### config.mk
export PLATFORM = sky130hd
export DESIGN_NAME = rsps_div_cell
export DESIGN_NICKNAME = d
export VERILOG_FILES = /design/src/rtl/rsps_pkg.sv /design/src/rtl/rsps_div_cell.sv
export SDC_FILE = /design/constraint.sdc
export NUM_CORES = 1
export LEC_CHECK = 0
export ABC_CLOCK_PERIOD_IN_PS = 3400
export BUFFER_PORTS_ARGS = -buffer_cell sky130_fd_sc_hd__buf_2
export CAP_MARGIN = 20
export CELL_PAD_IN_SITES_DETAIL_PLACEMENT = 0
export CELL_PAD_IN_SITES_GLOBAL_PLACEMENT = 1
export CORE_UTILIZATION = 34
export CTS_CLUSTER_SIZE = 30
export DETAILED_ROUTE_END_ITERATION = 16
export GPL_TIMING_DRIVEN = 0
export HOLD_SLACK_MARGIN = 0.03
export PLACE_DENSITY_LB_ADDON = 0.1
export RECOVER_POWER = 50
export SLEW_MARGIN = 40
export SYNTH_ARGS = -nofsm -noshare
export SYNTH_HDL_FRONTEND = slang
export SYNTH_SLANG_ARGS = --single-unit
### constraint.sdc
create_clock -name clk -period 3.4 [get_ports clk]
set_input_delay 0.68 -clock clk [delete_from_list [all_inputs] [get_ports clk]]
set_output_delay 0.68 -clock clk [all_outputs]
set_load 0.05 [all_outputs]
### src/rtl/rsps_pkg.sv
// ----------------------------------------------------------------------------
// rsps_pkg
// Shared constants and pipeline cell payload types for the ray-sphere shader.
// ----------------------------------------------------------------------------
package rsps_pkg;

  localparam int FRAME_COLS = 400;
  localparam int FRAME_ROWS = 225;

  localparam int LEN2_W  = 20;
  localparam int ROOT_W  = 26;
  localparam int SREM_W  = 28;
  localparam int QUO_W   = 18;
  localparam int SQRT_STEPS = ROOT_W;
  localparam int DIV_STEPS  = QUO_W;

  localparam logic [19:0] H_SQ = 20'(FRAME_ROWS * FRAME_ROWS);

  typedef struct packed {
    logic              hit;
    logic              yneg;
    logic [8:0]        ay;
    logic [LEN2_W-1:0] vbits;
    logic [SREM_W-1:0] rem;
    logic [ROOT_W-1:0] root;
  } sqrt_word_t;

  typedef struct packed {
    logic             hit;
    logic             yneg;
    logic [ROOT_W-1:0] rem;
    logic [ROOT_W-1:0] divisor;
    logic [QUO_W-1:0] nlow;
    logic [QUO_W-1:0] quo;
  } div_word_t;

endpackage

### src/rtl/rsps_div_cell.sv
// ----------------------------------------------------------------------------
// rsps_div_cell
// One quotient bit of the restoring division, registered.
// ----------------------------------------------------------------------------
module rsps_div_cell (
  input  logic                clk,
  input  logic                rst_n,
  input  logic                in_valid,
  output logic                in_ready,
  input  rsps_pkg::div_word_t in_word,
  output logic                out_valid,
  input  logic                out_ready,
  output rsps_pkg::div_word_t out_word
);
  import rsps_pkg::*;

  logic            valid_r;
  div_word_t       word_r;
  div_word_t       word_nxt;
  logic [ROOT_W:0] rem_sh;

  always_comb begin
    rem_sh   = {in_word.rem, in_word.nlow[QUO_W-1]};
    word_nxt = in_word;
    word_nxt.nlow = {in_word.nlow[QUO_W-2:0], 1'b0};
    if (rem_sh >= {1'b0, in_word.divisor}) begin
      word_nxt.rem = ROOT_W'(rem_sh - {1'b0, in_word.divisor});
      word_nxt.quo = {in_word.quo[QUO_W-2:0], 1'b1};
    end else begin
      word_nxt.rem = rem_sh[ROOT_W-1:0];
      word_nxt.quo = {in_word.quo[QUO_W-2:0], 1'b0};
    end
  end

  assign in_ready  = !valid_r || out_ready;
  assign out_valid = valid_r;
  assign out_word  = word_r;

  always_ff @(posedge clk) begin
    if (!rst_n) begin
      valid_r <= 1'b0;
    end else if (in_ready) begin
      valid_r <= in_valid;
    end
  end

  always_ff @(posedge clk) begin
    if (in_ready && in_valid) begin
      word_r <= word_nxt;
    end
  end

endmodule

Word-level counts from Yosys, hierarchy flattened. Index checks and enable logic that the tools add are counted.

Word-level logic and storage cells: 14. Bits in registers: 90. Memory bits (writable): 0. Output and inout bits: 92. Input bits: 94. Memories kept: 0. Bits in read-only memories: 0. Bits in latches: 0.

Equality and inequality tests: 0. Magnitude comparators: 1. Reductions and logical operators: 3. Add/sub/neg operators: 1. Multiplexer cells: 2. Div/mod/pow operators: 0. Bitwise gates (word level): 0. Shifts and indexed selects: 0. Multiply operators: 0.

Operators with widths (count): 27-bit by 26-bit >= comparator with 1-bit output (1); 26-bit 2-to-1 mux (1); 26-bit subtractor (1); 1-bit logical AND (1); 1-bit logical NOT (1); 1-bit logical OR (1); 1-bit 2-to-1 mux (1).

Longest topological paths before layout.
Word-level depth: 3. Depth in mapped cells: 11.

Least setup slack after synthesis. No wires, ideal clock.

Kind: input port to flip-flop. From: input out_ready. To: register word_r, in the netlist out_word[0] (enable). Setup time: 0.457 ns. Data required time: 2.943 ns. Stages on the path: 2. Slack: -0.341 ns. Data arrival time: 3.283 ns. Cells stage by stage: nand2b_1 -> and2_1.

Cells in the longest elaborated chain, start to end: 2.

Ends and longest elaborated chain: start: declaration (line rsps_div_cell.sv:12) `input logic out_ready,`; 1-bit logical OR (line rsps_div_cell.sv:35) `assign in_ready = !valid_r || out_ready;`; 1-bit logical AND (line rsps_div_cell.sv:48) `if (in_ready && in_valid) begin`; end signal: assignment (line rsps_div_cell.sv:49) `word_r <= word_nxt;`; end: declaration (line rsps_div_cell.sv:18) `div_word_t word_r;`.

No other way between the ends. A chain may end at the register's enable or synchronous reset.

==> out/metrics.cfg <==
[status]
status=finished clean

[logic_synthesis]
synth-edff-count=89
yosysTopAreaCellShare_pct=57.8
synth_area_sq_um=4620
yosysTopAreaCell=edfxtp_1
syn_inst=339
synth_warnings=0
mappedNetlistNets=460
avgSynthCellArea_sq_um=13.6
ys_async_sr_fraction_pct=0
synthTopCellsByArea=edfxtp_1, ha_1, mux2_4
yosysUniqueCellTypes=64
synth_flop_cell=edfxtp_1
ys_ff_latch=90
yosysSeqAreaShare_pct=58.2

[cts]
ctsHoldBuffers=0
clockBufferDepth=2
cts_num_sinks=90
cts_root_buffer=clkbuf_16
post_cts_resized=0
htree_levels=3
cts_tree=built
cts_buffers=9
postCtsSetupRepairBufs=0
path_clk_slew_ns=0.06
worstSkewPairLatency_ns=0.35

[drt]
drc=0
dr_wl_met2_um=4580
firstDrtPassIters=4
vias=3353
wl_met1_um=4910
routedWlPerCell_um=14.5
highest_layer=met4
antenna_left=0
viasPerCell=4.68
detail_route.iter0.violations=141
dr_wl_met3_um=699
wl_um=10400

[worst_setup_path]
worst_setup_path_end_kind=register
cp-start-kind=primary input
cp_slowest_cell=a2111oi_0
cpPeakStageDelay_ns=0.56
worstSetupPathType=in -> reg
cp_cell_sequence=buf_2 > inv_1 > ha_1 > inv_1 > fa_1 > a21oi_1 > o2bb2ai_1 > o31a_1 > a2111oi_0 > nor3_1 > xor2_1 > mux2_4
arrival_ns=3.34
cp.required_ns=3.49
cp_common_cell=inv_1
crit_fanout=5
regToRegSetupSlack_ns=0.65

[floorplanning]
dieArea_sq_um=14100
start_util_pct=34.9
die_w_um=119
fp-row-count=42
io_pins=186
die_h_um=119
core-area_sq_um=13200

[flow_run]
maxCapViolations=0

[finish]
final_common_cell=buf_2
register_area_sq_um=2690
synthToLayoutAreaGrowth_pct=30.7
fillCellCount=1303
fin_nets=656
fin_util_pct=45.6
design_area_sq_um=6040
most-common-layout-cells=buf_2, edfxtp_1, inv_1, ha_1, clkbuf_1
final_cells=716
drive_gt1_share_pct=40.9
n_antenna_cell=0
multi_input_area_sq_um=1730

[sta]
worst_pin_slew_ns=1.32
min_period_ns=3.25
fin_crit_sh_pct=95.5
layout_setup_ws_ns=0.153
clock.fmax_mhz=308
rsz0062_at_grt=false
relSlewSlack_pct=12.0
tns_ns=0
clock_skew_ns=0.00614
hold_viol_final=0
setup_viol=0
slew_violations=0

[place]
gp_congestion=0.754
dpl.hpwl_um=8330
dp.cells=700
portBuffers=183
dp_slack_ns=-0.210
dpl-instance-area_sq_um=5800

[global_routing]
track_usage_pct=15.6
grt_max_degree=42
antenna_found_initial=0
overflow=0
grt_pass1_vias=3319
grt_pass1_wl_um=16800

[pwr]
ir_drop_v=0.000211
power_density_nw_per_um2=535
p_leak_nw=2.68

[worst_hold_path]
hp-class=in -> reg

-- area by class of cell --
cell class / instances / share of cell area (%)
flip-flops and latches: 90 / 44.5
multi-input cells: 206 / 28.7
repair buffers: 185 / 14.9
clock buffers: 10 / 3.79
well taps: 176 / 3.64
inverters: 37 / 2.34
clock inverters: 6 / 1.06
plain buffers: 6 / 1.01
-- state kept, by name, summed over array words and instances (netlist names) --
signal,count
out_word,89
out_valid,1
-- layer usage --
metal / vias up / GRT usage, %
li1: 1667 / -
met1: 1535 / 20.9
met2: 136 / 23.6
met3: 15 / 3.76
met4: 0 / 7.83
met5: - / 0
-- synth_stat cells, types with 4 or more instances --
| cell | instances |
|---|---|
| o21a_1 | 6 |
| a21o_1 | 6 |
| nor3_1 | 7 |
| a211oi_1 | 4 |
| edfxtp_1 | 89 |
| nand2_1 | 16 |
| inv_1 | 36 |
| o21ai_0 | 8 |
| xnor2_1 | 11 |
| nand3_1 | 5 |
| a21oi_1 | 15 |
| mux2_4 | 17 |
| nor2_1 | 15 |
| ha_1 | 26 |
| xor2_1 | 10 |
| mux2_2 | 5 |
-- power by group --
| group | leakage, nW | internal (mW) | switching (mW) |
|---|---|---|---|
| combinational | 1.67 | 0.298 | 0.588 |
| sequential | 0.869 | 1.34 | 0.0176 |
| clock | 0.141 | 0.571 | 0.421 |
-- logic make-up after synthesis --
family	count (synthesis)	synth area share (%)
AO/OA/AOI/OAI	76	12.8
AND/OR/NAND/NOR	58	6.09
buffers and inverters	43	4.38
adder cells (fa/ha/maj)	27	7.47
multiplexers	23	6.96
flip-flops	90	58.2
other	1	0.0811
XOR/XNOR	21	3.98
-- worst max-delay path: cells and delay by family --
family | cells | cell delay, ns
AO/OA/AOI/OAI | 4 | 1.30
XOR/XNOR | 1 | 0.17
adder cells (fa/ha/maj) | 2 | 0.55
buffers and inverters | 3 | 0.22
multiplexers | 1 | 0.26
AND/OR/NAND/NOR | 1 | 0.16
-- through the flow --
| stage | power [mW] | hold WS (ns) |
|---|---|---|
| detailed placement | 2.28 | 0.543 |
| global placement | 2.27 | 0.508 |
| global route | 3.39 | 0.489 |
| CTS | 3.28 | 0.492 |
| floorplan | 2.06 | 0.779 |
| finish | 3.23 | 0.508 |
-- worst paths after layout --
kind	from	to	cells past startpoint
hold reg to reg	out_valid	out_valid	2
setup reg to reg	out_valid	out_word[84]	3
setup / recovery	in_word[35]	out_word[84]	12
hold / removal	in_word[21]	out_word[22]	1
Note: power is estimated with default switching activity, not from simulation.
