File: config.mk
export PLATFORM = sky130hd
export DESIGN_NAME = rsps_sqrt_cell
export DESIGN_NICKNAME = d
export VERILOG_FILES = /design/src/rtl/rsps_pkg.sv /design/src/rtl/rsps_sqrt_cell.sv
export SDC_FILE = /design/constraint.sdc
export NUM_CORES = 1
export LEC_CHECK = 0
export ABC_AREA = 0
export BUFFER_PORTS_ARGS = -buffer_cell sky130_fd_sc_hd__buf_2
export CAP_MARGIN = 30
export CORE_MARGIN = 2
export CORE_UTILIZATION = 50
export DETAILED_ROUTE_END_ITERATION = 16
export PLACE_DENSITY = 0.89
export SYNTH_ARGS = -nofsm -noshare
export SYNTH_HDL_FRONTEND = slang
export SYNTH_SLANG_ARGS = --single-unit
File: constraint.sdc
create_clock -name clk -period 5.3 [get_ports clk]
set_input_delay 1.325 -clock clk [delete_from_list [all_inputs] [get_ports clk]]
set_output_delay 1.325 -clock clk [all_outputs]
set_load 0.1 [all_outputs]
File: src/rtl/rsps_pkg.sv
// ----------------------------------------------------------------------------
// rsps_pkg
// Shared constants and pipeline cell payload types for the ray-sphere shader.
// ----------------------------------------------------------------------------
package rsps_pkg;

  localparam int FRAME_COLS = 400;
  localparam int FRAME_ROWS = 225;

  localparam int LEN2_W  = 20;
  localparam int ROOT_W  = 26;
  localparam int SREM_W  = 28;
  localparam int QUO_W   = 18;
  localparam int SQRT_STEPS = ROOT_W;
  localparam int DIV_STEPS  = QUO_W;

  localparam logic [19:0] H_SQ = 20'(FRAME_ROWS * FRAME_ROWS);

  typedef struct packed {
    logic              hit;
    logic              yneg;
    logic [8:0]        ay;
    logic [LEN2_W-1:0] vbits;
    logic [SREM_W-1:0] rem;
    logic [ROOT_W-1:0] root;
  } sqrt_word_t;

  typedef struct packed {
    logic             hit;
    logic             yneg;
    logic [ROOT_W-1:0] rem;
    logic [ROOT_W-1:0] divisor;
    logic [QUO_W-1:0] nlow;
    logic [QUO_W-1:0] quo;
  } div_word_t;

endpackage

File: src/rtl/rsps_sqrt_cell.sv
// ----------------------------------------------------------------------------
// rsps_sqrt_cell
// One digit step of the restoring square root, registered.
// ----------------------------------------------------------------------------
module rsps_sqrt_cell (
  input  logic                 clk,
  input  logic                 rst_n,
  input  logic                 in_valid,
  output logic                 in_ready,
  input  rsps_pkg::sqrt_word_t in_word,
  output logic                 out_valid,
  input  logic                 out_ready,
  output rsps_pkg::sqrt_word_t out_word
);
  import rsps_pkg::*;

  logic              valid_r;
  sqrt_word_t        word_r;
  sqrt_word_t        word_nxt;
  logic [SREM_W:0]   rem_sh;
  logic [SREM_W:0]   trial;

  always_comb begin
    rem_sh   = {in_word.rem[SREM_W-2:0], in_word.vbits[LEN2_W-1:LEN2_W-2]};
    trial    = {1'b0, in_word.root, 2'b01};
    word_nxt = in_word;
    word_nxt.vbits = {in_word.vbits[LEN2_W-3:0], 2'b00};
    if (rem_sh >= trial) begin
      word_nxt.rem  = SREM_W'(rem_sh - trial);
      word_nxt.root = {in_word.root[ROOT_W-2:0], 1'b1};
    end else begin
      word_nxt.rem  = rem_sh[SREM_W-1:0];
      word_nxt.root = {in_word.root[ROOT_W-2:0], 1'b0};
    end
  end

  assign in_ready  = !valid_r || out_ready;
  assign out_valid = valid_r;
  assign out_word  = word_r;

  always_ff @(posedge clk) begin
    if (!rst_n) begin
      valid_r <= 1'b0;
    end else if (in_ready) begin
      valid_r <= in_valid;
    end
  end

  always_ff @(posedge clk) begin
    if (in_ready && in_valid) begin
      word_r <= word_nxt;
    end
  end

endmodule

## Word level (Yosys, flattened, before mapping)

Cells that the tools add are included.

- Logic and storage cells: 13
- Register bits: 84
- Output and inout port bits: 87
- Bits of input ports: 89

- Order comparisons: 1
- Mux-type cells: 1
- Reduce and logical (&&, ||, !) cells: 3
- $add $sub $neg: 1

Operators with widths:

| cell | count |
|---|---|
| two-way mux 54 bit | 1 |
| greater-or-equal comparator 29 x 28 -> 1 bit | 1 |
| subtractor 28 bit | 1 |
| logical AND 1 bit | 1 |
| zero test 1 bit | 1 |
| logical OR 1 bit | 1 |

## Depth between registers and ports, before layout

Gate-level depths: netlist of the first run.

- Depth in word-level cells: 3
- Mapped depth: 13
- Depth with buffers taken out: 10

## Worst setup path after synthesis of the first run

No wires, ideal clock.

- Path kind: input-to-reg
- Start: in out_ready
- End: reg word_r (netlist bit out_word[0]) (enable)
- Path slack: 0.677 ns
- Setup time: 0.450 ns
- Required time: 4.850 ns
- Data arrival time: 4.173 ns
- Path buffers: 0
- Stages on the path: 2
- Cell sequence: nand2b_1 -> and2_1

- Longest elaborated chain between the ends: 2

Ends and longest elaborated chain:

| element | line | text |
|---|---|---|
| from (decl) | rsps_sqrt_cell.sv:12 | `input logic out_ready,` |
| logical OR 1 bit | rsps_sqrt_cell.sv:37 | `assign in_ready = !valid_r \|\| out_ready;` |
| logical AND 1 bit | rsps_sqrt_cell.sv:50 | `if (in_ready && in_valid) begin` |
| to (signal assigned) | rsps_sqrt_cell.sv:51 | `word_r <= word_nxt;` |
| to (decl) | rsps_sqrt_cell.sv:18 | `sqrt_word_t word_r;` |

No other way between the ends.
A chain may end at the register's enable or synchronous reset.

==> summary.txt, run 1 <==
Run status
  – Outcome: finished clean

Worst setup path
  – Peak per-stage delay on the critical path: between 0.4 and 0.5 ns
  – WP buf/inv: 2
  – Critical-path cell list: buf_2 > inv_1 > ha_1 > and4_4 > and3_4 > a221o_1 > nor3_2 > o31ai_4 > a2111oi_4 > o21a_4 > mux2_2
  – Crit path kind: input port to flip-flop
  – Critical Path End Type: flip-flop
  – Critical path fanouts, max: 29
  – Critical path's top delay family: compound AO/OA/AOI/OAI gates
  – FF-to-FF setup slack: ~3.8 ns
  – WP data arrival: between 4 and 5 ns
  – Crit-path slowest cell: o21a_4
  – Startpoint types: input port
  – Required @ worst endpoint: 5.42 ns

Global routing
  – Initial antenna violation count: 0
  – Overflow after GRT: 0
  – Total track usage: approximately 22%
  – Vias in the first global route: between 3000 and 4000
  – Largest net degree at the start of global routing: 84
  – First-pass GRT wire length: roughly 17000 um

Placed design
  – Port Buffers: 172
  – Final RePlAce weighted congestion: approximately 0.86
  – Post-DP HPWL: about 8600 um
  – Area of placed instances: between 0.005 and 0.006 mm2

Floorplanning
  – Core box area: 0.009109 mm2
  – Site Rows: 35
  – Die width: 100.2 um
  – Starting Density: between 50% and 60%
  – Die H: 100.2 um
  – Die area: between 0.01 and 0.015 mm2
  – I/O pin count: around 180

Clocking
  – Setup Buffers After CTS: 0
  – Clock root cell: clkbuf_8
  – Hold_buf cts: 0
  – Post-CTS sizing: 0
  – CTS tree: done
  – H-tree depth: 3
  – Clk Latency, worst-skew pair: approximately 0.36 ns
  – Clk buf depth: 2
  – CTS Sinks: 84
  – CTS Buf Count: 9
  – Clock-pin slew on the worst setup and hold paths: ~0.090 ns

Layout
  – Post-route cell area: around 0.0057 mm2
  – Area grow syn2layout: 23.82%
  – Layout cell share with drive strength beyond 1: 40.22%
  – Antenna diodes: 0
  – Nets: 659

Routing
  – First-pass iteration count of the detailed router: 5
  – Via count: approximately 3600
  – DR vias/cell: between 5 and 6
  – Final antenna-violating net count: 0
  – # DRC: 0
  – Routed WL per cell: ~17 um
  – Drt initial violations: roughly 150
  – WL final: between 10000 and 15000 um

Yosys
  – Share of flip-flops with an asynchronous set or reset: 0%
  – Synth warn: 0
  – Synth top area share: between 50% and 60%
  – Synth Register Bits: 84
  – Most frequent cell after synthesis: edfxtp_1
  – Post-synth top cells: edfxtp_1, inv_1, ha_1
  – Area leader, netlist: edfxtp_1
  – Seq/Total Area, Yosys: 54.28%
  – Dominant synthesized flop cell: edfxtp_1
  – Avg Inst Size Synth: around 12 um2
  – EDFF count, synth: between 80 and 90
  – Post-synthesis cell area: 0.004628 mm2
  – Synth area leaders: edfxtp_1, ha_1, mux2_2
  – Yosys cell types: 52
  – Post-synthesis cell count: about 370

Timing
  – Max Transition Viols Final: 0
  – Slew @ Worst Pin: between 0.6 and 0.7 ns
  – Setup total negative slack: 0 ns
  – Minimum clock period: roughly 4.2 ns
  – Period utilization: between 70% and 80%
  – RSZ-0062 raised after global routing: no
  – Setup violators final: 0
  – Fin. Hold Viols: 0
  – Fmax: about 240 MHz
  – Worst rel slew slack: a little over half
  – Layout Skew: about 0.011 ns

Job
  – Max cap viols: 0

Power
  – Power, Total: just over 0.002 W
  – LEAKAGE: around 2.6 nW
  – Pwr/cell area: 353.1 mW/mm2
  – Max VDD drop: between 0.15 and 0.2 mV

Min path
  – Hold Crit Class: flip-flop to flip-flop
## worst register-to-register path, stage by stage, from the launching register on
cell      delay [ns]
dfxtp_1         0.33
nand2b_1        0.11
and2_4          0.37
buf_16          0.32
## through the flow
step | hold WS (ns) | setup WS [ns] | util, % | instances
floorplan | 1.424 | 0.6768 | - | 372
global placement | 0.5352 | 0.7335 | 60.60 | 641
detailed placement | 0.5658 | 0.7173 | 60.60 | 641
CTS | 0.5796 | 1.096 | 62.61 | 657
global route | 0.6337 | 0.9781 | 62.91 | 658
finish | 0.5909 | 1.118 | 62.91 | 658
## final cells by class
cell class                      instances  area, um2
Timing Repair Buffer                  173      888.4
Inverter                               33      123.9
Tap cell                              111      138.9
Fill cell                             700       3378
Multi-Input combinational cell        241       1884
Clock buffer                           10      127.6
Sequential cell                        84       2512
Clock inverter                          6      55.05
## flip-flops by register name, indices dropped and copies added (netlist names)
register   flops
out_valid      1
out_word      83
## placed cells by master (no fill, tap or decap), types with 2 or more instances in the layout
cell type,n
xnor2_1,15
nor3_1,5
buf_2,172
mux2_2,19
o21bai_1,3
a211oi_1,8
o21a_1,8
xor2_1,8
o211ai_1,3
conb_1,2
o21ai_0,13
a21boi_0,5
nand2b_1,7
inv_1,33
a21o_1,10
nand2_1,18
nand3_1,6
and3_1,5
nor2_1,12
nor2b_1,3
nand4_1,7
clkbuf_8,9
and4_1,2
clkinv_4,2
edfxtp_1,83
ha_1,28
mux2_4,5
o31a_1,2
a21oi_1,24
and2_1,2
o22ai_1,2
inv_6,3
## final timing paths
kind                                 start            to  cells past startpoint
worst min register to register   out_valid     out_valid                      2
worst max register to register   out_valid  out_word[46]                      3
worst min-delay path             out_valid     out_valid                      2
worst max-delay path            in_word[8]  out_word[34]                     11
## logic make-up (layout without fill, tap and decap cells)
family                     count (synthesis)  count (layout)  synth area share (%)
other                                      1               2               0.08103
xor gates and xnor gates                  23              23                 4.353
DFF                                       84              84                 54.28
AOI/OAI and AO/OA                         89              89                 13.49
adders and majority gates                 28              28                 7.570
muxes                                     25              25                 6.461
buffers and inverters                     47             222                 5.137
and+or+nand+nor                           74              74                 8.624
## power by group
part	internal (W)	switching, W
clock network	0.000181	0.000258
registers	0.000802	0.0000133
logic	0.000186	0.000584
## layer usage
metal  GRT usage (%)  part of all wire [%]
met3           6.407                   8.8
met5               0                     0
met2           38.72                    50
met4           6.955                   1.6
met1           24.93                    39
Note: power is estimated with default switching activity, not from simulation.
==> inputs of run 2 (changes only) <==
--- a/config.mk
+++ b/config.mk
@@ -9,9 +9,9 @@
 export BUFFER_PORTS_ARGS = -buffer_cell sky130_fd_sc_hd__buf_2
 export CAP_MARGIN = 30
 export CORE_MARGIN = 2
-export CORE_UTILIZATION = 50
+export CORE_UTILIZATION = 45
 export DETAILED_ROUTE_END_ITERATION = 16
-export PLACE_DENSITY = 0.89
+export PLACE_DENSITY = 0.85
 export SYNTH_ARGS = -nofsm -noshare
 export SYNTH_HDL_FRONTEND = slang
 export SYNTH_SLANG_ARGS = --single-unit
==> constraint.sdc (replaced) <==
create_clock -name clk -period 3.4 [get_ports clk]
set_input_delay 0.85 -clock clk [delete_from_list [all_inputs] [get_ports clk]]
set_output_delay 0.85 -clock clk [all_outputs]
set_load 0.1 [all_outputs]
==> run 2 against run 1 <==
Sequential power is 56% higher. Routed wire length rose by 4.6%. Global-route usage is 0.46 points lower. Via count rose by 6.1%. Worst hold slack got worse by 0.038 ns. Largest power group is now combinational logic. Sequential share of layout area shrank 3.7 points. Clock power is 66% higher.
==> summary.txt, run 2 (synthesized netlist as in run 1, its figures left out) <==
Routing
  – DR vias/cell: 5.189 (-4.3%)
  – Final antenna-violating net count: 0 (unchanged)
  – # DRC: 0 (unchanged)
  – Routed WL per cell: 16.30 um (-5.6%)
  – Via count: 3783 (+6.1%)
  – WL final: 11890 um (+4.6%)
  – First-pass iteration count of the detailed router: 5 (unchanged)
  – Drt initial violations: 207 (+42%)

Min path
  – Hold path depth: 2 (unchanged)
  – Hold path start: out_valid
  – Hold Crit Class: flip-flop to flip-flop
  – Hold Path End: out_valid

Timing
  – Setup total negative slack: 0 ns (unchanged)
  – Slew @ Worst Pin: 0.5139 ns (-0.1493 ns)
  – Period utilization: between 90 and 100%
  – Worst rel slew slack: 65.54% (+11 points)
  – Fmax: 308.4 MHz
  – Layout Skew: 0.003445 ns (-0.007717 ns)
  – Fin. Hold Viols: 0 (unchanged)
  – Setup WS post-layout: 0.1579 ns (-0.9602 ns)
  – Setup violators final: 0 (unchanged)
  – Minimum clock period: roughly 3.2 ns
  – Max Transition Viols Final: 0 (unchanged)

Layout
  – Filler Cell Count: 746 (+6.6%)
  – Storage cell area: 0.002512 mm2 (unchanged)
  – Area of the multi-input gates: 0.001988 mm2 (+5.5%)
  – Final core occ: 61.73% (-1.2 points)
  – Post-route cell area: 0.006259 mm2 (+9.2%)
  – Area grow syn2layout: 35.23%
  – Commonest non-fill, non-tap cell in the layout: buf_2
  – Max reg flops: 83 (unchanged)
  – Antenna diodes: 0 (unchanged)
  – Most frequent cells in the layout: buf_2, edfxtp_1, buf_4, inv_1, a21oi_1
  – Nets: 705 (+7.0%)
  – Layout cell share with drive strength beyond 1: 47.22% (+7.0 points)

Floorplanning
  – I/O pin count: 176 (unchanged)
  – Site Rows: 37 (+5.7%)
  – Die H: 105.4 um (+5.2%)
  – Starting Density: 45.65% (-5.2 points)
  – Die area: 0.01111 mm2 (+11%)
  – Die width: 105.4 um (+5.2%)
  – Core box area: 0.01014 mm2 (+11%)

Worst setup path
  – WP data arrival: 3.37 ns (-0.93 ns)
  – Reg-to-Reg Start: out_valid
  – Critical Path End Type: flip-flop
  – Required @ worst endpoint: 3.53 ns (-1.89 ns)
  – Path depth of the worst reg2reg path: 3 (unchanged)
  – FF-to-FF setup slack: 1.85 ns (-1.96 ns)
  – Critical path fanouts, max: 15 (-48%)
  – Reg-to-reg endpoint: out_word[30]
  – Crit path kind: input port to flip-flop
  – Startpoint types: input port

Global routing
  – Overflow after GRT: 0 (unchanged)
  – First-pass GRT wire length: 18480 um (+9.5%)
  – Vias in the first global route: 3886 (+11%)
  – Initial antenna violation count: 0 (unchanged)
  – Total track usage: 21.23% (-0.46 points)
  – Largest net degree at the start of global routing: 55 (-35%)

Placed design
  – Post-place setup slack: -0.2668 ns (-0.9842 ns)
  – Area of placed instances: 0.006045 mm2 (+9.5%)
  – Post-DP HPWL: 9383 um (+8.8%)
  – Final RePlAce weighted congestion: 0.9175 (+6.4%)
  – Port Buffers: 172 (unchanged)

Clocking
  – CTS tree: done
  – CTS Buf Count: 9 (unchanged)
  – Setup Buffers After CTS: 0 (unchanged)
  – Clk buf depth: 2 (unchanged)
  – CTS Sinks: 84 (unchanged)
  – Clock-pin slew on the worst setup and hold paths: 0.09 ns (about the same)
  – Hold_buf cts: 0 (unchanged)
  – Clk Latency, worst-skew pair: 0.37 ns (about the same)
  – Clock root cell: clkbuf_8
  – H-tree depth: 3 (unchanged)

Job
  – Max cap viols: 0 (unchanged)

Run status
  – Outcome: finished clean

Power
  – LEAKAGE: 2.791 nW (+9.2%)
  – Pwr/cell area: 527.5 mW/mm2 (+49%)
  – Power, Total: 0.003301 W (+63%)
  – Max VDD drop: 0.2752 mV (+62%)
## run 2: what timing repair did
item / CTS / global route
resized for setup: 0 / 4
endpoints found under the setup margin: 0 / 24
endpoints found under the hold margin: 0 / 0
## run 2: worst max path at each step
stage              endpoint  cells after the start  slack (ns)       start
6_report       out_word[29]                     12        0.16  in_word[0]
3_3_place_gp   out_word[43]                     12       -0.20  in_word[8]
2_1_floorplan  out_word[47]                     13       -0.07  in_word[8]
5_1_grt        out_word[29]                     12       -0.01  in_word[0]
4_1_cts        out_word[29]                     12        0.07  in_word[0]
3_5_place_dp   out_word[29]                     12       -0.27  in_word[0]
## run 2: critical path: stages
cell       delay (ns)
buf_2            0.09
inv_1            0.05
ha_1             0.33
o21ai_1          0.15
a211oi_2         0.13
a221o_1          0.41
nor3_4           0.19
o31ai_4          0.10
a2111oi_4        0.34
o21a_4           0.20
buf_12           0.16
mux2_2           0.37
## run 2: where the power goes
group / total, W / internal (W) / switching, W
registers: 0.00127 / 0.00125 / 0.0000204
logic: 0.00130 / 0.000362 / 0.000941
clock network: 0.000728 / 0.000343 / 0.000385
total: 0.00330 / 0.00195 / 0.00135
## run 2: metrics by stage
step           hold WS (ns)  instances
6_report             0.5524        729
5_1_grt              0.6126        729
4_1_cts              0.5481        729
3_5_place_dp         0.5359        713
3_3_place_gp         0.5153        713
2_1_floorplan        0.9489        372
## run 2: layout make-up
type | instances | share of cell area, %
timing repair buffer | 219 | 19.99
clock inverter | 7 | 1.180
sequential | 84 | 40.14
tap | 136 | 2.719
clock buffer | 9 | 1.979
inverter | 33 | 2.219
multi-input combinational | 241 | 31.77
## run 2: layer usage
metal / vias up / routed length, um / GRT usage [%]
met5: - / 0 / 0
met4: 0 / 378 / 11.24
met3: 34 / 1098 / 6.988
met2: 166 / 5933 / 37.83
met1: 1769 / 4476 / 22.00
li1: 1814 / - / -
